## config.mk

```make
export PLATFORM = sky130hd
export DESIGN_NAME = serial_frame_parser_unit
export DESIGN_NICKNAME = d
export VERILOG_FILES = /design/src/rtl/sfp_pkg.sv /design/src/rtl/sfp_frame_ram.sv /design/src/rtl/sfp_parser.sv /design/src/rtl/sfp_drain.sv /design/src/rtl/serial_frame_parser_unit.sv
export SDC_FILE = /design/constraint.sdc
export NUM_CORES = 1
export LEC_CHECK = 0
export BUFFER_PORTS_ARGS = -buffer_cell sky130_fd_sc_hd__buf_4
export CAP_MARGIN = 0
export CORE_MARGIN = 2
export CORE_UTILIZATION = 45
export DETAILED_ROUTE_END_ITERATION = 8
export GPL_TIMING_DRIVEN = 0
export HOLD_SLACK_MARGIN = 0.03
export PLACE_DENSITY = 0.73
export SYNTH_ARGS = -nofsm -noshare
export SYNTH_HDL_FRONTEND = slang
export SYNTH_SLANG_ARGS = --single-unit
```

## constraint.sdc

```tcl
create_clock -name clk -period 2.9 [get_ports clk]
set_input_delay 0.58 -clock clk [delete_from_list [all_inputs] [get_ports clk]]
set_output_delay 0.58 -clock clk [all_outputs]
set_load 0.02 [all_outputs]
```

## src/rtl/sfp_pkg.sv

```systemverilog
// ----------------------------------------------------------------------------
// sfp_pkg
// shared constants and types of the serial frame parser
// ----------------------------------------------------------------------------
package sfp_pkg;

    localparam int FRAME_MAX    = 64;
    localparam int IDX_W        = $clog2(FRAME_MAX);
    localparam int BYTE_W       = 8;
    localparam int ADDR_W       = 16;
    localparam int CNT_W        = 6;
    localparam int HEADER_EXTRA = 3;
    localparam int STOP_OFFSET  = 2;
    localparam int PAYLOAD_BASE = 5;

    // header positions within the frame store
    localparam logic [IDX_W-1:0] POS_LENGTH  = IDX_W'(1);
    localparam logic [IDX_W-1:0] POS_TYPE    = IDX_W'(2);
    localparam logic [IDX_W-1:0] POS_ADDR_LO = IDX_W'(3);
    localparam logic [IDX_W-1:0] POS_ADDR_HI = IDX_W'(4);

    // register file
    localparam int APB_ADDR_W = 3;
    localparam int APB_DATA_W = 32;
    localparam logic REG_START = 1'b0;
    localparam logic REG_STOP  = 1'b1;
    localparam logic [BYTE_W-1:0] START_RESET = 8'hAA;
    localparam logic [BYTE_W-1:0] STOP_RESET  = 8'h55;

    // frame handed from the parser to the drain
    typedef struct packed {
        logic              valid;
        logic [BYTE_W-1:0] ftype;
        logic [ADDR_W-1:0] addr;
        logic [CNT_W-1:0]  count;
    } frame_desc_t;

endpackage

```

## src/rtl/sfp_frame_ram.sv

```systemverilog
// ----------------------------------------------------------------------------
// sfp_frame_ram
// frame store: one write port, one read port, registered read data
// ----------------------------------------------------------------------------
module sfp_frame_ram (
    input  logic                             clk,
    input  logic                             we,
    input  logic [sfp_pkg::IDX_W-1:0]        waddr,
    input  logic [sfp_pkg::BYTE_W-1:0]       wdata,
    input  logic                             re,
    input  logic [sfp_pkg::IDX_W-1:0]        raddr,
    output logic [sfp_pkg::BYTE_W-1:0]       rdata
);

    logic [sfp_pkg::BYTE_W-1:0] mem [sfp_pkg::FRAME_MAX];
    logic [sfp_pkg::BYTE_W-1:0] rdata_reg;

    always_ff @(posedge clk)
    begin
        if (we)
        begin
            mem[waddr] <= wdata;
        end
        if (re)
        begin
            rdata_reg <= mem[raddr];
        end
    end

    assign rdata = rdata_reg;

endmodule

```

## src/rtl/sfp_parser.sv

```systemverilog
// ----------------------------------------------------------------------------
// sfp_parser
// byte index tracking, store writes, header capture and stop check
// ----------------------------------------------------------------------------
module sfp_parser (
    input  logic                              clk,
    input  logic                              rst_n,
    input  logic                              accept,
    input  logic [sfp_pkg::BYTE_W-1:0]        rx_byte,
    input  logic [sfp_pkg::BYTE_W-1:0]        start_byte,
    input  logic [sfp_pkg::BYTE_W-1:0]        stop_byte,
    output logic                              we,
    output logic [sfp_pkg::IDX_W-1:0]         waddr,
    output logic [sfp_pkg::BYTE_W-1:0]        wdata,
    output logic [sfp_pkg::IDX_W-1:0]         idx,
    output sfp_pkg::frame_desc_t              desc
);

    logic [sfp_pkg::IDX_W-1:0]  idx_reg, idx_next;
    logic [sfp_pkg::BYTE_W-1:0] length_reg, length_next;
    logic [sfp_pkg::BYTE_W-1:0] type_reg;
    logic [sfp_pkg::BYTE_W-1:0] addr_lo_reg;
    logic [sfp_pkg::BYTE_W-1:0] addr_hi_reg;
    logic                       at_stop;
    logic                       good_stop;

    // stop position is length+2, compared one bit wider than the length
    assign at_stop = (idx_reg >= sfp_pkg::IDX_W'(sfp_pkg::STOP_OFFSET)) &&
                     ((sfp_pkg::BYTE_W+1)'(idx_reg) ==
                      (sfp_pkg::BYTE_W+1)'(length_reg) +
                      (sfp_pkg::BYTE_W+1)'(sfp_pkg::STOP_OFFSET));
    assign good_stop = at_stop && (rx_byte == stop_byte) &&
                       (length_reg >= sfp_pkg::BYTE_W'(sfp_pkg::HEADER_EXTRA));

    always_comb
    begin
        idx_next    = idx_reg;
        length_next = length_reg;
        if (accept)
        begin
            if (idx_reg == sfp_pkg::POS_LENGTH)
            begin
                length_next = rx_byte;
            end
            if (at_stop)
            begin
                idx_next = '0;
            end
            else if (idx_reg == '0)
            begin
                if (rx_byte == start_byte)
                begin
                    idx_next = sfp_pkg::POS_LENGTH;
                end
            end
            else if (idx_reg == sfp_pkg::IDX_W'(sfp_pkg::FRAME_MAX - 1))
            begin
                // store overrun
                idx_next = '0;
            end
            else
            begin
                idx_next = idx_reg + 1'b1;
            end
        end
    end

    always_ff @(posedge clk or negedge rst_n)
    begin
        if (!rst_n)
        begin
            idx_reg    <= '0;
            length_reg <= '0;
        end
        else
        begin
            idx_reg    <= idx_next;
            length_reg <= length_next;
        end
    end

    // header bytes kept beside the store for the drain
    always_ff @(posedge clk)
    begin
        if (accept && (idx_reg == sfp_pkg::POS_TYPE))
        begin
            type_reg <= rx_byte;
        end
        if (accept && (idx_reg == sfp_pkg::POS_ADDR_LO))
        begin
            addr_lo_reg <= rx_byte;
        end
        if (accept && (idx_reg == sfp_pkg::POS_ADDR_HI))
        begin
            addr_hi_reg <= rx_byte;
        end
    end

    assign we    = accept;
    assign waddr = idx_reg;
    assign wdata = rx_byte;
    assign idx   = idx_reg;

    assign desc.valid = accept && good_stop;
    assign desc.ftype = type_reg;
    assign desc.addr  = {addr_hi_reg, addr_lo_reg};
    assign desc.count = sfp_pkg::CNT_W'(length_reg -
                                        sfp_pkg::BYTE_W'(sfp_pkg::HEADER_EXTRA));

endmodule

```

## src/rtl/sfp_drain.sv

```systemverilog
// ----------------------------------------------------------------------------
// sfp_drain
// reads the payload back from the store and fills the result register
// ----------------------------------------------------------------------------
module sfp_drain (
    input  logic                              clk,
    input  logic                              rst_n,
    input  sfp_pkg::frame_desc_t              desc,
    output logic                              idle,
    output logic                              re,
    output logic [sfp_pkg::IDX_W-1:0]         raddr,
    input  logic [sfp_pkg::BYTE_W-1:0]        rdata,
    output logic                              out_valid,
    input  logic                              out_ready,
    output logic [sfp_pkg::BYTE_W-1:0]        frame_type,
    output logic [sfp_pkg::ADDR_W-1:0]        frame_addr,
    output logic [sfp_pkg::CNT_W-1:0]         payload_count,
    output logic [sfp_pkg::BYTE_W-1:0]        data_byte,
    output logic                              data_valid,
    output logic                              last
);

    typedef enum logic [1:0] {
        D_IDLE,
        D_READ,
        D_LOAD,
        D_EMPTY
    } drain_state_t;

    drain_state_t               state_reg, state_next;
    logic [sfp_pkg::BYTE_W-1:0] type_reg, type_next;
    logic [sfp_pkg::ADDR_W-1:0] addr_reg, addr_next;
    logic [sfp_pkg::CNT_W-1:0]  cnt_reg, cnt_next;
    logic [sfp_pkg::CNT_W-1:0]  k_reg, k_next;
    logic                       ov_reg, ov_next;
    logic [sfp_pkg::BYTE_W-1:0] ot_reg, ot_next;
    logic [sfp_pkg::ADDR_W-1:0] oa_reg, oa_next;
    logic [sfp_pkg::CNT_W-1:0]  oc_reg, oc_next;
    logic [sfp_pkg::BYTE_W-1:0] db_reg, db_next;
    logic                       dv_reg, dv_next;
    logic                       last_reg, last_next;
    logic                       slot_free;
    logic                       final_byte;

    assign slot_free  = !ov_reg || out_ready;
    assign final_byte = (k_reg == cnt_reg - 1'b1);

    always_comb
    begin
        state_next = state_reg;
        type_next  = type_reg;
        addr_next  = addr_reg;
        cnt_next   = cnt_reg;
        k_next     = k_reg;
        ov_next    = ov_reg && !out_ready;
        ot_next    = ot_reg;
        oa_next    = oa_reg;
        oc_next    = oc_reg;
        db_next    = db_reg;
        dv_next    = dv_reg;
        last_next  = last_reg;
        case (state_reg)
            D_IDLE:
            begin
                if (desc.valid)
                begin
                    type_next  = desc.ftype;
                    addr_next  = desc.addr;
                    cnt_next   = desc.count;
                    k_next     = '0;
                    state_next = (desc.count == '0) ? D_EMPTY : D_READ;
                end
            end
            D_READ:
            begin
                state_next = D_LOAD;
            end
            D_LOAD:
            begin
                if (slot_free)
                begin
                    ov_next    = 1'b1;
                    ot_next    = type_reg;
                    oa_next    = addr_reg;
                    oc_next    = cnt_reg;
                    db_next    = rdata;
                    dv_next    = 1'b1;
                    last_next  = final_byte;
                    k_next     = k_reg + 1'b1;
                    state_next = final_byte ? D_IDLE : D_READ;
                end
            end
            D_EMPTY:
            begin
                if (slot_free)
                begin
                    ov_next    = 1'b1;
                    ot_next    = type_reg;
                    oa_next    = addr_reg;
                    oc_next    = '0;
                    db_next    = '0;
                    dv_next    = 1'b0;
                    last_next  = 1'b1;
                    state_next = D_IDLE;
                end
            end
            default:
            begin
                state_next = D_IDLE;
            end
        endcase
    end

    always_ff @(posedge clk or negedge rst_n)
    begin
        if (!rst_n)
        begin
            state_reg <= D_IDLE;
            type_reg  <= '0;
            addr_reg  <= '0;
            cnt_reg   <= '0;
            k_reg     <= '0;
            ov_reg    <= 1'b0;
            ot_reg    <= '0;
            oa_reg    <= '0;
            oc_reg    <= '0;
            db_reg    <= '0;
            dv_reg    <= 1'b0;
            last_reg  <= 1'b0;
        end
        else
        begin
            state_reg <= state_next;
            type_reg  <= type_next;
            addr_reg  <= addr_next;
            cnt_reg   <= cnt_next;
            k_reg     <= k_next;
            ov_reg    <= ov_next;
            ot_reg    <= ot_next;
            oa_reg    <= oa_next;
            oc_reg    <= oc_next;
            db_reg    <= db_next;
            dv_reg    <= dv_next;
            last_reg  <= last_next;
        end
    end

    assign idle  = (state_reg == D_IDLE);
    assign re    = (state_reg == D_READ);
    assign raddr = sfp_pkg::IDX_W'(sfp_pkg::PAYLOAD_BASE) + sfp_pkg::IDX_W'(k_reg);

    // result fields: own copy of the header, so a waiting result survives
    // the next frame being parsed
    assign out_valid     = ov_reg;
    assign frame_type    = ot_reg;
    assign frame_addr    = oa_reg;
    assign payload_count = oc_reg;
    assign data_byte     = db_reg;
    assign data_valid    = dv_reg;
    assign last          = last_reg;

endmodule

```

## src/rtl/serial_frame_parser_unit.sv

```systemverilog
// ----------------------------------------------------------------------------
// serial_frame_parser_unit
// start/length/stop byte frame parser with a frame store and result drain
// ----------------------------------------------------------------------------
// usage
//   input channel (in_valid/in_ready, rx_byte): one received byte per request.
//   the parser hunts for start_byte, stores length, type, address (low byte
//   first) and payload, and checks the byte at index length+2 against
//   stop_byte. a good frame is returned on the output channel (out_valid/
//   out_ready) as one request per payload byte, last set on the final one;
//   an empty payload gives one request with data_valid low.
//   ordinary bytes are taken while the drain is idle. after a good stop the
//   drain reads the payload back from the frame store, reading and then
//   loading each result in turn, and holds off the input until the final
//   result is loaded. an empty payload goes through a state of its own, which
//   holds off the input until its result is loaded into the result register.
//   in_ready stays high while the last result of a frame still waits in the
//   result register, which keeps its own copy of the header; while a frame
//   drains, a stalled receiver stalls the drain and keeps in_ready low.
//   reset clears the byte index, the length and the result register and
//   loads start_byte 0xaa, stop_byte 0x55; the store needs no clearing.
//   configuration through the apb port: start_byte at 0x0, stop_byte at 0x4.
// ----------------------------------------------------------------------------
module serial_frame_parser_unit (
    input  logic                                clk,
    input  logic                                rst_n,
    // apb register port
    input  logic                                psel,
    input  logic                                penable,
    input  logic                                pwrite,
    input  logic [sfp_pkg::APB_ADDR_W-1:0]      paddr,
    input  logic [sfp_pkg::APB_DATA_W-1:0]      pwdata,
    output logic [sfp_pkg::APB_DATA_W-1:0]      prdata,
    output logic                                pready,
    // received bytes
    input  logic                                in_valid,
    output logic                                in_ready,
    input  logic [sfp_pkg::BYTE_W-1:0]          rx_byte,
    // results
    output logic                                out_valid,
    input  logic                                out_ready,
    output logic [sfp_pkg::BYTE_W-1:0]          frame_type,
    output logic [sfp_pkg::ADDR_W-1:0]          frame_addr,
    output logic [sfp_pkg::CNT_W-1:0]           payload_count,
    output logic [sfp_pkg::BYTE_W-1:0]          data_byte,
    output logic                                data_valid,
    output logic                                last
);

    logic [sfp_pkg::BYTE_W-1:0] start_reg;
    logic [sfp_pkg::BYTE_W-1:0] stop_reg;
    logic                       cfg_wr;
    logic                       accept;
    logic                       drain_idle;
    logic                       we;
    logic [sfp_pkg::IDX_W-1:0]  waddr;
    logic [sfp_pkg::BYTE_W-1:0] wdata;
    logic                       re;
    logic [sfp_pkg::IDX_W-1:0]  raddr;
    logic [sfp_pkg::BYTE_W-1:0] rdata;
    logic [sfp_pkg::IDX_W-1:0]  idx;
    sfp_pkg::frame_desc_t       desc;

    // register file, word index in paddr[2]
    assign pready = 1'b1;
    assign cfg_wr = psel && penable && pwrite;

    always_ff @(posedge clk or negedge rst_n)
    begin
        if (!rst_n)
        begin
            start_reg <= sfp_pkg::START_RESET;
            stop_reg  <= sfp_pkg::STOP_RESET;
        end
        else if (cfg_wr)
        begin
            case (paddr[2])
                sfp_pkg::REG_START: start_reg <= pwdata[sfp_pkg::BYTE_W-1:0];
                sfp_pkg::REG_STOP:  stop_reg  <= pwdata[sfp_pkg::BYTE_W-1:0];
                default:            start_reg <= start_reg;
            endcase
        end
    end

    always_comb
    begin
        case (paddr[2])
            sfp_pkg::REG_START: prdata = sfp_pkg::APB_DATA_W'(start_reg);
            sfp_pkg::REG_STOP:  prdata = sfp_pkg::APB_DATA_W'(stop_reg);
            default:            prdata = '0;
        endcase
    end

    // bytes flow only while no frame is draining
    assign in_ready = drain_idle;
    assign accept   = in_valid && in_ready;

    sfp_parser u_parser (
        .clk        (clk),
        .rst_n      (rst_n),
        .accept     (accept),
        .rx_byte    (rx_byte),
        .start_byte (start_reg),
        .stop_byte  (stop_reg),
        .we         (we),
        .waddr      (waddr),
        .wdata      (wdata),
        .idx        (idx),
        .desc       (desc)
    );

    sfp_frame_ram u_ram (
        .clk   (clk),
        .we    (we),
        .waddr (waddr),
        .wdata (wdata),
        .re    (re),
        .raddr (raddr),
        .rdata (rdata)
    );

    sfp_drain u_drain (
        .clk           (clk),
        .rst_n         (rst_n),
        .desc          (desc),
        .idle          (drain_idle),
        .re            (re),
        .raddr         (raddr),
        .rdata         (rdata),
        .out_valid     (out_valid),
        .out_ready     (out_ready),
        .frame_type    (frame_type),
        .frame_addr    (frame_addr),
        .payload_count (payload_count),
        .data_byte     (data_byte),
        .data_valid    (data_valid),
        .last          (last)
    );

    // a good stop only ever lands at or past the first payload position
    a_stop_position: assert property (@(posedge clk) disable iff (!rst_n)
        desc.valid |-> (idx >= sfp_pkg::IDX_W'(sfp_pkg::PAYLOAD_BASE)))
        else $error("frame launched before the payload position");

    // the store is never written while its payload is read back
    a_no_write_in_drain: assert property (@(posedge clk) disable iff (!rst_n)
        desc.valid |=> !in_ready)
        else $error("input taken while a frame drains");

    // a payload result always belongs to a non-empty frame
    a_count_nonzero: assert property (@(posedge clk) disable iff (!rst_n)
        (out_valid && data_valid) |-> (payload_count != '0))
        else $error("payload result with zero count");

endmodule

```

-- Yosys cells after proc, flatten, opt, wreduce, memory -nomap -nowiden
Memory sizes are Yosys's and may differ from the RTL's. A register that Yosys moved wholly into a read port is not among the register bits.
Index checks and enable logic that the tools add are counted.
- reduce and logical (&&, ||, !) cells: 29
- equal/unequal tests: 16
- mux-type cells: 29
- add/sub/neg operators: 6
- multipliers: 0
- magnitude comparators: 2
- shift-type cells: 0
- divide/modulo/power cells: 0
- bitwise operators: 1
- operators by type and width (operator ; number):
    32-bit one-hot mux with 2 select lines ; 1
    6-bit two-way mux ; 8
    6-bit one-hot mux with 2 select lines ; 2
    8-bit equality test ; 2
    8-bit two-way mux ; 2
    8-bit one-hot mux with 2 select lines ; 1
    6-bit by 1-bit adder with 6-bit output, second input constant ; 2
    6-bit by 2-bit equality test with 1-bit output, second input constant ; 2
    6-bit zero test ; 2
    2-bit AND reduction ; 6
    1-bit logical AND ; 11
    8-bit by 2-bit adder with 9-bit output, second input constant ; 1
    6-bit by 9-bit equality test with 1-bit output ; 1
    3-bit AND reduction ; 3
    8-bit by 2-bit >= comparator with 1-bit output, second input constant ; 1
    1-bit two-way mux ; 8
    2-bit two-way mux ; 4
    2-bit one-hot mux with 4 select lines ; 1
    3-bit by 6-bit adder with 6-bit output, first input constant ; 1
    6-bit by 1-bit equality test with 1-bit output, second input constant ; 1
    6-bit by 3-bit equality test with 1-bit output, second input constant ; 1
    6-bit equality test ; 1
    6-bit equality test, second input constant ; 1
    6-bit by 2-bit >= comparator with 1-bit output, second input constant ; 1
    13 further kinds ; 19
- register bits after elaboration: 133
- bits in read-only memories: 0
- bits in latches: 0
- memories: 1
- bits of input ports: 50
- output and inout bits: 75
- bits in writable memories: 512
- memory list (memory ; depth ; bits a word ; read ports ; clocked after memory_dff ; write ports ; RTL line ; text):
    u_ram.mem ; 64 ; 8 ; 1 ; 1 ; 1 ; sfp_frame_ram.sv:15 ; logic [sfp_pkg::BYTE_W-1:0] mem [sfp_pkg::FRAME_MAX];

-- Longest topological paths before layout
Gate-level depths: netlist of the first run.
- depth in word-level cells: 8
- gate-level depth with buffers: 10

-- By module
From an unflattened synthesis of the first run, not the netlist that was laid out.
- cells, all modules: 1446
- area total of the unflattened synthesis: 26618.0 µm²
- modules (own cells, without submodules) (module ; area an instance (µm²) ; cells each ; times used):
    sfp_frame_ram ; 20246.9 ; 940 ; 1
    sfp_drain ; 3358.2 ; 263 ; 1
    sfp_parser ; 2074.5 ; 172 ; 1
    serial_frame_parser_unit ; 938.4 ; 71 ; 1

-- Worst setup path after synthesis of the first run
OpenSTA, ideal clock, no wires.
- path kind: reg-to-reg
- start: register u_drain.k_reg[1] in the netlist's numbering
- end: register u_ram.rdata_reg (netlist bit u_ram.rdata[0]), read port of u_ram.mem, data pin
- arrival: 2.630 ns
- buffers on the path: 3
- data required time: 2.641 ns
- stages on the path, launching flop included: 9
- slack: 0.011 ns
- cell sequence: dfrtp_1 > ha_1 > buf_2 > buf_1 > clkbuf_1 > mux4_2 > mux4_2 > a22oi_1 > nand2_1
- word-level cells in the longest chain between the ends: 1
- ends and longest elaborated chain (element ; RTL line ; text):
    start, declared ; sfp_drain.sv:34 ; logic [sfp_pkg::CNT_W-1:0] k_reg, k_next;
    start signal, assigned ; sfp_drain.sv:137 ; k_reg <= k_next;
    3-bit by 6-bit adder with 6-bit output ; sfp_drain.sv:150 ; assign raddr = sfp_pkg::IDX_W'(sfp_pkg::PAYLOAD_BASE) + sfp_pkg::IDX_W'(k_reg);
    end, declared ; sfp_frame_ram.sv:16 ; logic [sfp_pkg::BYTE_W-1:0] rdata_reg;
Every way passes these cells.
A chain may end at the register's enable or synchronous reset.

-- Worst setup path after layout of the first run
- start: register u_drain.state_reg[1]
- end: memory u_ram.mem[48][2] in the netlist's numbering (enable)
- word-level cells in the longest chain between the ends: 4
- ends and longest elaborated chain (element ; RTL line ; text):
    start, declared ; sfp_drain.sv:30 ; drain_state_t state_reg, state_next;
    start signal, assigned ; sfp_drain.sv:133 ; state_reg <= state_next;
    2-bit zero test ; sfp_drain.sv:148 ; assign idle = (state_reg == D_IDLE);
    1-bit logical AND ; serial_frame_parser_unit.sv:96 ; assign accept = in_valid && in_ready;
    1-bit two-way mux ; sfp_frame_ram.sv:20 ; if (we)
    1-bit two-way mux (not written as such) ; sfp_frame_ram.sv:22 ; mem[waddr] <= wdata;
    end, declared ; sfp_frame_ram.sv:15 ;
Every way passes these cells.

==> results.yml, run 1 <==
outcome:
  run_status: "finished, violations left"
  violations: "setup timing"
global_route:
  grt_pass1_vias: 13400
  grt_usage_pct: 20.0
  grt_pass1_wl_um: 87900
  antenna_found_initial: 1
  grt_start_max_net_pins: 110
  overflow: 0
power:
  pwr-share-clk_pct: 27.5
  power_switching_w: 0.00943
  power_frac_seq_pct: 36.8
  switching_share_pct: 31.8
  leakagePower_nw: 10.6
  cellInternalPower_w: 0.0202
  comb_power_share_pct: 35.7
  ir_drop_mv: 0.575
  power.density_mw_per_mm2: 970
final_layout:
  mostFrequentLayoutCell: "edfxtp_1"
  syn_to_final_growth_pct: 16.5
  multi_input_area_mm2: 0.00706
  drive_above_1_share_pct: 37.7
  fillers: 4367
  final_nets: 1527
  seqCellArea_mm2: 0.0191
  antenna_cells: 0
  largest_reg_flops: 512
  instances_no_fill: 2280
  final_cell_mix: "544 x edfxtp_1, 154 x mux4_2, 105 x buf_4, 98 x dfrtp_1, 69 x clkbuf_16"
place:
  portBuffers: 72
  dp.cells: 2159
  post-dp-hpwl_um: 36400
  gp_congestion: 0.834
critical_path:
  crit_chain: "nor2_1 -> nand2_1 -> nor2_1 -> nand2_1 -> nor2_2"
  worst_setup_path_end_kind: "flop"
  crit_slowest_cell: "nand2_1"
  crit_required_ps: 3120
  cp_top_family: "simple AND/OR/NAND/NOR gates"
  worst-setup-path-type: "flop to flop"
  arrival_ps: 3230
  cpPeakStageDelay_ps: 690
  cp.buffers_inverters: 0
  worstSetupStartpointType: "flop"
  crit_fanout: 8
timing:
  skew_ps: 19.8
  worst_slack_ps: -116
  tightestPinTransition_ps: 979
  fin_crit_sh_pct: 104
  finalMaxSlewViolations: 0
  fin_hold_ws_ps: 232
  finalSetupViolations: 288
  final-hold-violation-count: 0
  maxSlewHeadroom_pct: 34.6
  fmax_mhz: 332
  finalCriticalPeriod_ps: 3020
  rsz0062_at_grt: "yes"
detailed_routing:
  drtPass1Iterations: 7
  drtIter0Drc: 1472
  viasPerCell: 5.83
  route.detailed.drc: 0
  wl_um: 58700
  routed-via-count: 13300
  final_antenna_net_count: 0
  routedWlPerCell_um: 25.7
cts:
  clk_pin_slew_ps: 60
  clock_path_buffers: 3
  clock_sinks: 653
  cts_tree: "done"
  htree_num_levels: 3
  numCtsBuffers: 66
  clk_latency_ps: 590
  cts.root.buffer_cell: "clkbuf_16"
logic_synthesis:
  ys.warnings.count: 0
  netlist_instances: 1299
  yosys.area.top_type_share_pct: 62.3
  synthFlopType: "edfxtp_1"
  synth.yosys.seq_area_share_pct: 72.8
  yosys-top-cells-area: "edfxtp_1 62%, mux4_2 13%, dfrtp_1 9.6%"
  yosysUniqueCellTypes: 58
  yosys.area.top_type: "edfxtp_1"
  avgSynthCellArea_um2: 20.2
  ys_async_sr_fraction_pct: 16.7
  synth_edf_count: 544
  syn_area_mm2: 0.0262
  synth.ff_latch_count: 653
floorplan:
  rows: 88
  initial_core_util_pct: 45.5
  ios: 125
  core_area_mm2: 0.0576
  die_w_um: 245
  fp.dieH_um: 245
  dieArea_mm2: 0.0602
min_path:
  hp-class: "primary input to flop"
flow_run:
  cap_violations: 0
routing by layer:
metal	part of all wire [%]	vias to the layer above	track usage, %	wire [um]
met5	0	-	0	0
met4	2.8	0	6.60	1620
met3	8.1	105	3.43	4740
met2	48	650	31.8	28400
met1	41	6981	28.2	23900
li1	-	5547	-	-
worst paths after layout:
check                                startpoint               endpoint  slack, ps  cells past startpoint
min                                   pwdata[6]            stop_reg[6]        230                      2
min reg2reg                      u_ram.rdata[7]   u_drain.data_byte[7]        470                      1
max                        u_drain.state_reg[1]       u_ram.mem[48][2]       -120                      5
min in group asynchronous                 rst_n  u_drain.frame_addr[4]        450                      2
max in group asynchronous                 rst_n           start_reg[5]       1740                      3
max reg2reg                u_drain.state_reg[1]       u_ram.mem[48][2]       -120                      5
power by group through the flow:
| stage | Clock [W] | Sequential [W] | Combinational, W |
|---|---|---|---|
| global placement | 0 | 0.0111 | 0.00952 |
| CTS | 0.00826 | 0.0109 | 0.0103 |
| floorplan | 0 | 0.0111 | 0.00621 |
| global route | 0.00861 | 0.0109 | 0.0110 |
| finish | 0.00814 | 0.0109 | 0.0106 |
| detailed placement | 0 | 0.0111 | 0.00967 |
layout make-up:
type | count | share of cell area, %
tap | 765 | 3.13
clock inverter | 25 | 0.631
sequential | 653 | 62.5
clock buffer | 91 | 6.08
buffer | 88 | 2.47
inverter | 8 | 0.0983
timing repair buffer | 78 | 2.00
multi-input combinational | 572 | 23.1
kinds of logic (layout without fill, tap and decap cells):
| kind of cell | Yosys count | count (layout) | synth area share, % |
|---|---|---|---|
| flip-flops | 653 | 653 | 72.8 |
| multiplexers | 254 | 254 | 18.2 |
| other | 2 | 25 | 0.0287 |
| adder cells (fa/ha/maj) | 10 | 10 | 0.477 |
| XOR/XNOR | 42 | 42 | 1.43 |
| AO/OA/AOI/OAI | 72 | 72 | 1.99 |
| AND/OR/NAND/NOR | 169 | 169 | 3.08 |
| buffers and inverters | 97 | 290 | 2.01 |
cell usage after synthesis, types with 10 or more instances:
| master | n |
|---|---|
| a21oi_1 | 10 |
| buf_4 | 27 |
| ha_1 | 10 |
| nor3_1 | 10 |
| edfxtp_1 | 544 |
| mux2_4 | 24 |
| mux2_2 | 66 |
| mux4_2 | 154 |
| xnor2_1 | 23 |
| nand3_1 | 12 |
| clkbuf_1 | 35 |
| nand2_1 | 28 |
| xor2_1 | 18 |
| dfrtp_1 | 101 |
| a22o_1 | 14 |
| nor2_1 | 80 |
| o21ai_0 | 13 |
| buf_2 | 20 |
stage by stage:
step | util (%) | setup WS (ps) | area, um^2 | TNS, ps | total power (W)
after floorplan | - | 10.8 | 26300 | 0 | 0.0173
after global placement | 48.3 | -1160 | 27800 | -183910 | 0.0206
after detailed placement | 48.3 | -1260 | 27800 | -194070 | 0.0208
after CTS | 52.6 | -433 | 30300 | -51170 | 0.0294
after global routing | 53.0 | -230 | 30500 | -56910 | 0.0305
final | 53.0 | -116 | 30500 | -18970 | 0.0296
repair_timing:
item                       CTS  global route
resized for setup          129            62
hold buffers                 0             1
setup buffers                2             2
hold endpoints to repair     0            40
pin swaps                    2             2
setup endpoints to repair  558           439
No activity file was read; power rests on OpenSTA's default activity.
==> run 2, diff against run 1 <==
--- a/config.mk
+++ b/config.mk
@@ -7,6 +7,7 @@
 export LEC_CHECK = 0
 export BUFFER_PORTS_ARGS = -buffer_cell sky130_fd_sc_hd__buf_4
 export CAP_MARGIN = 0
+export CORE_ASPECT_RATIO = 1.25
 export CORE_MARGIN = 2
 export CORE_UTILIZATION = 45
 export DETAILED_ROUTE_END_ITERATION = 8
==> run 2 against run 1 <==
Against the previous run:
- the flow still finishes with violations (setup timing)
- sequential cell count did not move
- clock power is 7.7% lower
- clock skew is 1.1 ps higher
==> results.yml, run 2 (synthesis gave the netlist of run 1 again) <==
place:
  pre_cts_ws_ps: -1130
  portBuffers: 72
  gp_congestion: 0.828
  post-dp-hpwl_um: 36200
global_route:
  grt_pass1_vias: 13300
  grt_usage_pct: 19.2
  overflow: 0
  grt_pass1_wl_um: 85100
  grt_start_max_net_pins: 110
  antenna_found_initial: 0
timing:
  fin_setup_tns_ps: -16290
  maxSlewHeadroom_pct: 30.0
  finalMaxSlewViolations: 0
  worst_slack_ps: -126
  finalSetupViolations: 216
  fmax_mhz: 330
  fin_hold_ws_ps: 188
  skew_ps: 20.9
  finalCriticalPeriod_ps: 3030
  final-hold-violation-count: 0
  rsz0062_at_grt: "yes"
  tightestPinTransition_ps: 1050
  fin_crit_sh_pct: 104
final_layout:
  drive_above_1_share_pct: 37.3
  antenna_cells: 0
  final_nets: 1525
  syn_to_final_growth_pct: 15.5
  mostFrequentLayoutCell: "edfxtp_1"
  fillers: 4362
  largest_reg_flops: 512
  final_util_pct: 52.7
  final_cell_mix: "544 x edfxtp_1, 154 x mux4_2, 106 x buf_4, 98 x dfrtp_1, 66 x mux2_2"
critical_path:
  cpPeakStageDelay_ps: 740
  crit_required_ps: 3160
  worstSetupStartpointType: "flop"
  cp.buffers_inverters: 0
  crit_chain: "nor2_1 -> nand2_1 -> nor2_1 -> nand2_1 -> nor2_2"
  arrival_ps: 3290
  worst-setup-path-type: "flop to flop"
  worst_setup_path_end_kind: "flop"
  crit_slowest_cell: "nand2_1"
  crit_fanout: 8
  cp_top_family: "simple AND/OR/NAND/NOR gates"
cts:
  clock_path_buffers: 3
  clk_latency_ps: 640
  cts_tree: "done"
  htree_num_levels: 2
  clock_sinks: 653
  numCtsBuffers: 59
  cts.root.buffer_cell: "clkbuf_16"
  clk_pin_slew_ps: 60
floorplan:
  core_area_mm2: 0.0574
  ios: 125
  initial_core_util_pct: 45.7
  fp.dieH_um: 274
  dieArea_mm2: 0.0602
  die_w_um: 220
  rows: 98
detailed_routing:
  route.detailed.drc: 0
  drtIter0Drc: 1412
  routed-via-count: 12900
  final_antenna_net_count: 0
  routedWlPerCell_um: 25.1
  drtPass1Iterations: 5
  wl_um: 56900
  viasPerCell: 5.68
outcome:
  run_status: "finished, violations left"
  violations: "setup timing"
power:
  leakagePower_nw: 10.5
  ir_drop_mv: 0.584
  power.density_mw_per_mm2: 948
flow_run:
  cap_violations: 0
min_path:
  hp-class: "primary input to flop"
==> run 2: changes by cell type in the layout (fill, tap and decap cells not counted), sizes merged <==
| cell | change |
|---|---|
| clkinv | +8 |
| bufinv | +1 |
| clkinvlp | -2 |
| clkbuf | -5 |
| inv | -3 |
==> run 2: layout make-up <==
type                       instances  area (um^2)  share of cell area, %
buffer                            88          717                   2.37
clock buffer                      81         1600                   5.29
clock inverter                    29          251                  0.831
inverter                           8         30.0                 0.0992
multi-input combinational        572         6990                   23.1
sequential                       653        19100                   63.0
tap                              750          938                   3.10
timing repair buffer              83          662                   2.19
==> run 2: where the power goes <==
group / internal (W) / leakage [nW] / switching, W / total (W)
logic: 0.00481 / 3.25 / 0.00546 / 0.0103
registers: 0.0107 / 6.33 / 0.000232 / 0.0109
clock network: 0.00414 / 0.907 / 0.00337 / 0.00751
==> run 2: worst paths after layout <==
kind                                 startpoint                    end  cells after the start  slack (ps)
min in group asynchronous                 rst_n  u_drain.frame_type[1]                      2         330
max                        u_drain.state_reg[1]       u_ram.mem[26][4]                      5        -130
max in group asynchronous                 rst_n       u_drain.k_reg[1]                      3        1880
min reg2reg                      u_ram.rdata[7]   u_drain.data_byte[7]                      1         470
max reg2reg                u_drain.state_reg[1]       u_ram.mem[26][4]                      5        -130
min                                   pwdata[5]            stop_reg[5]                      2         190
==> run 2: routing by layer <==
metal | global-route usage [%] | up-vias | routed length, um
met2 | 32.6 | 464 | 29500
met4 | 8.81 | 0 | 1920
li1 | - | 5536 | -
met3 | 3.04 | 99 | 3420
met1 | 24.4 | 6751 | 22100
met5 | 0 | - | 0
==> run 2: per-stage QoR <==
step	instances	total power (W)	cell area [um^2]
4_1_cts	2257	0.0286	29900
2_1_floorplan	1322	0.0173	26300
3_3_place_gp	2144	0.0205	27800
6_report	2264	0.0287	30300
5_1_grt	2264	0.0297	30300
3_5_place_dp	2144	0.0206	27800
==> run 2: timing repair <==
item                                   4_1_cts  5_1_grt
buffers inserted                             4        5
setup endpoints to repair                  413      514
hold buffers                                 0        1
endpoints found under the hold margin        0        8
cloned                                       0        0
resized for setup                           89       72
pin swaps                                    1        3
==> run 2: worst reg2reg max path: stages (launching register included) <==
cell and delay, ps:
dfrtp_1 500, nor2_1 190, nand2_1 160, nor2_1 380, nand2_1 740, nor2_2 680
==> run 3, diff against run 2 <==
--- a/config.mk
+++ b/config.mk
@@ -13,7 +13,7 @@
 export DETAILED_ROUTE_END_ITERATION = 8
 export GPL_TIMING_DRIVEN = 0
 export HOLD_SLACK_MARGIN = 0.03
-export PLACE_DENSITY = 0.73
+export PLACE_DENSITY = 0.7
 export SYNTH_ARGS = -nofsm -noshare
 export SYNTH_HDL_FRONTEND = slang
 export SYNTH_SLANG_ARGS = --single-unit
==> constraint.sdc (replaced) <==
create_clock -name clk -period 3 [get_ports clk]
set_input_delay 0.6 -clock clk [delete_from_list [all_inputs] [get_ports clk]]
set_output_delay 0.6 -clock clk [all_outputs]
set_load 0.02 [all_outputs]
==> run 3 against run 2 <==
Against the previous run:
- the flow still finishes with violations (setup timing)
- die area unchanged
- setup slack improved by 89 ps
- largest cell class unchanged
- design area decreased by 0.59%
- wire length increased by 0.66%
- clock skew increased by 2.9 ps
- via count decreased by 1.0%
- maximum frequency decreased by 0.36%
==> results.yml, run 3 (synthesis gave the netlist of run 1 again) <==
min_path:
  hold-path-endpoint: "start_reg[2]"
  holdPathStages: 2
  min_from: "pwdata[2]"
  hp-class: "primary input to flop"
detailed_routing:
  viasPerCell: 5.64
  route.detailed.drc: 0
  wl_um: 57300
  drtIter0Drc: 1181
  routed-via-count: 12700
  final_antenna_net_count: 0
  drtPass1Iterations: 5
  routedWlPerCell_um: 25.4
power:
  leakagePower_nw: 10.4
  power.density_mw_per_mm2: 918
  ir_drop_mv: 0.515
  p_total_w: 0.0276
place:
  pre_cts_ws_ps: -1100
  portBuffers: 72
  post-dp-hpwl_um: 36700
  placed_area_mm2: 0.0278
  gp_congestion: 0.819
  dp.cells: 2144
outcome:
  violations: "setup timing"
  run_status: "finished, violations left"
cts:
  clock_path_buffers: 3
  numCtsBuffers: 57
  clock_sinks: 653
  cts.root.buffer_cell: "clkbuf_16"
  cts_tree: "done"
  clk_latency_ps: 630
  clk_pin_slew_ps: 60
  htree_num_levels: 2
global_route:
  grt_usage_pct: 19.5
  grt_pass1_vias: 13300
  antenna_found_initial: 0
  grt_pass1_wl_um: 85900
  overflow: 0
  grt_start_max_net_pins: 110
floorplan:
  ios: 125
  die_w_um: 220
  initial_core_util_pct: 45.7
  rows: 98
  dieArea_mm2: 0.0602
  fp.dieH_um: 274
  core_area_mm2: 0.0574
critical_path:
  crit_chain: "nor3b_1 -> clkbuf_1 -> nand3_1 -> nor2_1"
  rr_startpoint: "u_drain.state_reg[1]"
  ff2ff_setup_slack_ps: -40
  crit_required_ps: 3250
  worst-setup-path-type: "flop to flop"
  r2r_cells: 4
  cp_top_family: "simple AND/OR/NAND/NOR gates"
  worstSetupStartpointType: "flop"
  crit_fanout: 10
  arrival_ps: 3290
  cp.buffers_inverters: 1
  reg2reg_to: "u_ram.mem[38][2]"
  cpPeakStageDelay_ps: 870
  crit_slowest_cell: "nor2_1"
  worst_setup_path_end_kind: "flop"
final_layout:
  syn_to_final_growth_pct: 14.8
  fillers: 4459
  largest_reg_flops: 512
  stdcell_area_mm2: 0.0301
  instances_no_fill: 2255
  antenna_cells: 0
  seqCellArea_mm2: 0.0191
  final_cell_mix: "544 x edfxtp_1, 154 x mux4_2, 104 x buf_4, 100 x dfrtp_1, 66 x mux2_2"
  mostFrequentLayoutCell: "edfxtp_1"
  multi_input_area_mm2: 0.00692
  final_nets: 1517
  drive_above_1_share_pct: 36.5
timing:
  rsz0062_at_grt: "yes"
  fin_crit_sh_pct: 101
  skew_ps: 23.8
  maxSlewHeadroom_pct: 34.1
  fmax_mhz: 329
  tightestPinTransition_ps: 986
  finalSetupViolations: 32
  worst_slack_ps: -37.1
  finalMaxSlewViolations: 0
  finalCriticalPeriod_ps: 3040
  fin_hold_ws_ps: 202
  final-hold-violation-count: 0
flow_run:
  cap_violations: 0
-- run 3: what timing repair did --
| item | 4_1_cts | 5_1_grt |
|---|---|---|
| hold buffers | 0 | 1 |
| gates resized for setup | 85 | 46 |
| setup buffers | 1 | 2 |
| hold endpoints to repair | 0 | 5 |
| setup endpoints to repair | 265 | 449 |
| pin swaps | 0 | 1 |
-- run 3: metrics by stage --
stage / setup TNS [ps] / utilization (%)
after detailed placement: -56730 / 48.4
after global placement: -40390 / 48.4
final: -671 / 52.4
after CTS: -7930 / 52.1
after floorplan: 0 / -
after global routing: -33700 / 52.4
-- run 3: final cells by class --
class                      count  area share [%]
sequential                   653            63.4
clock buffer                  74            4.99
multi-input combinational    572            23.0
clock inverter                33            1.20
tap                          750            3.12
buffer                        88            2.18
inverter                       8          0.0998
timing repair buffer          77            2.01
-- run 3: power by group --
part           leakage [nW]  internal [W]  total [W]  switching, W
logic                  3.20       0.00447    0.00970       0.00523
clock network         0.908       0.00415    0.00738       0.00323
registers              6.33        0.0103     0.0105      0.000224
-- run 3: worst max path at each step --
stage                                     from          endpoint  slack, ps  depth (start not counted)
after floorplan               u_drain.k_reg[1]    u_ram.rdata[0]        110                          8
after global placement        u_drain.k_reg[1]    u_ram.rdata[6]      -1090                          8
after detailed placement      u_drain.k_reg[1]    u_ram.rdata[1]      -1100                          8
after CTS                 u_drain.state_reg[1]  u_ram.mem[31][4]       -120                          4
after global routing      u_drain.state_reg[1]  u_ram.mem[50][7]       -200                          5
final                     u_drain.state_reg[1]  u_ram.mem[38][2]        -40                          4
-- run 3: metal layers --
layer / global-route usage, % / vias up / part of all wire, %
met5: 0 / - / 0
met4: 6.98 / 0 / 2.9
met3: 2.89 / 81 / 5.0
met2: 34.0 / 375 / 53
met1: 24.8 / 6747 / 40
li1: - / 5515 / -
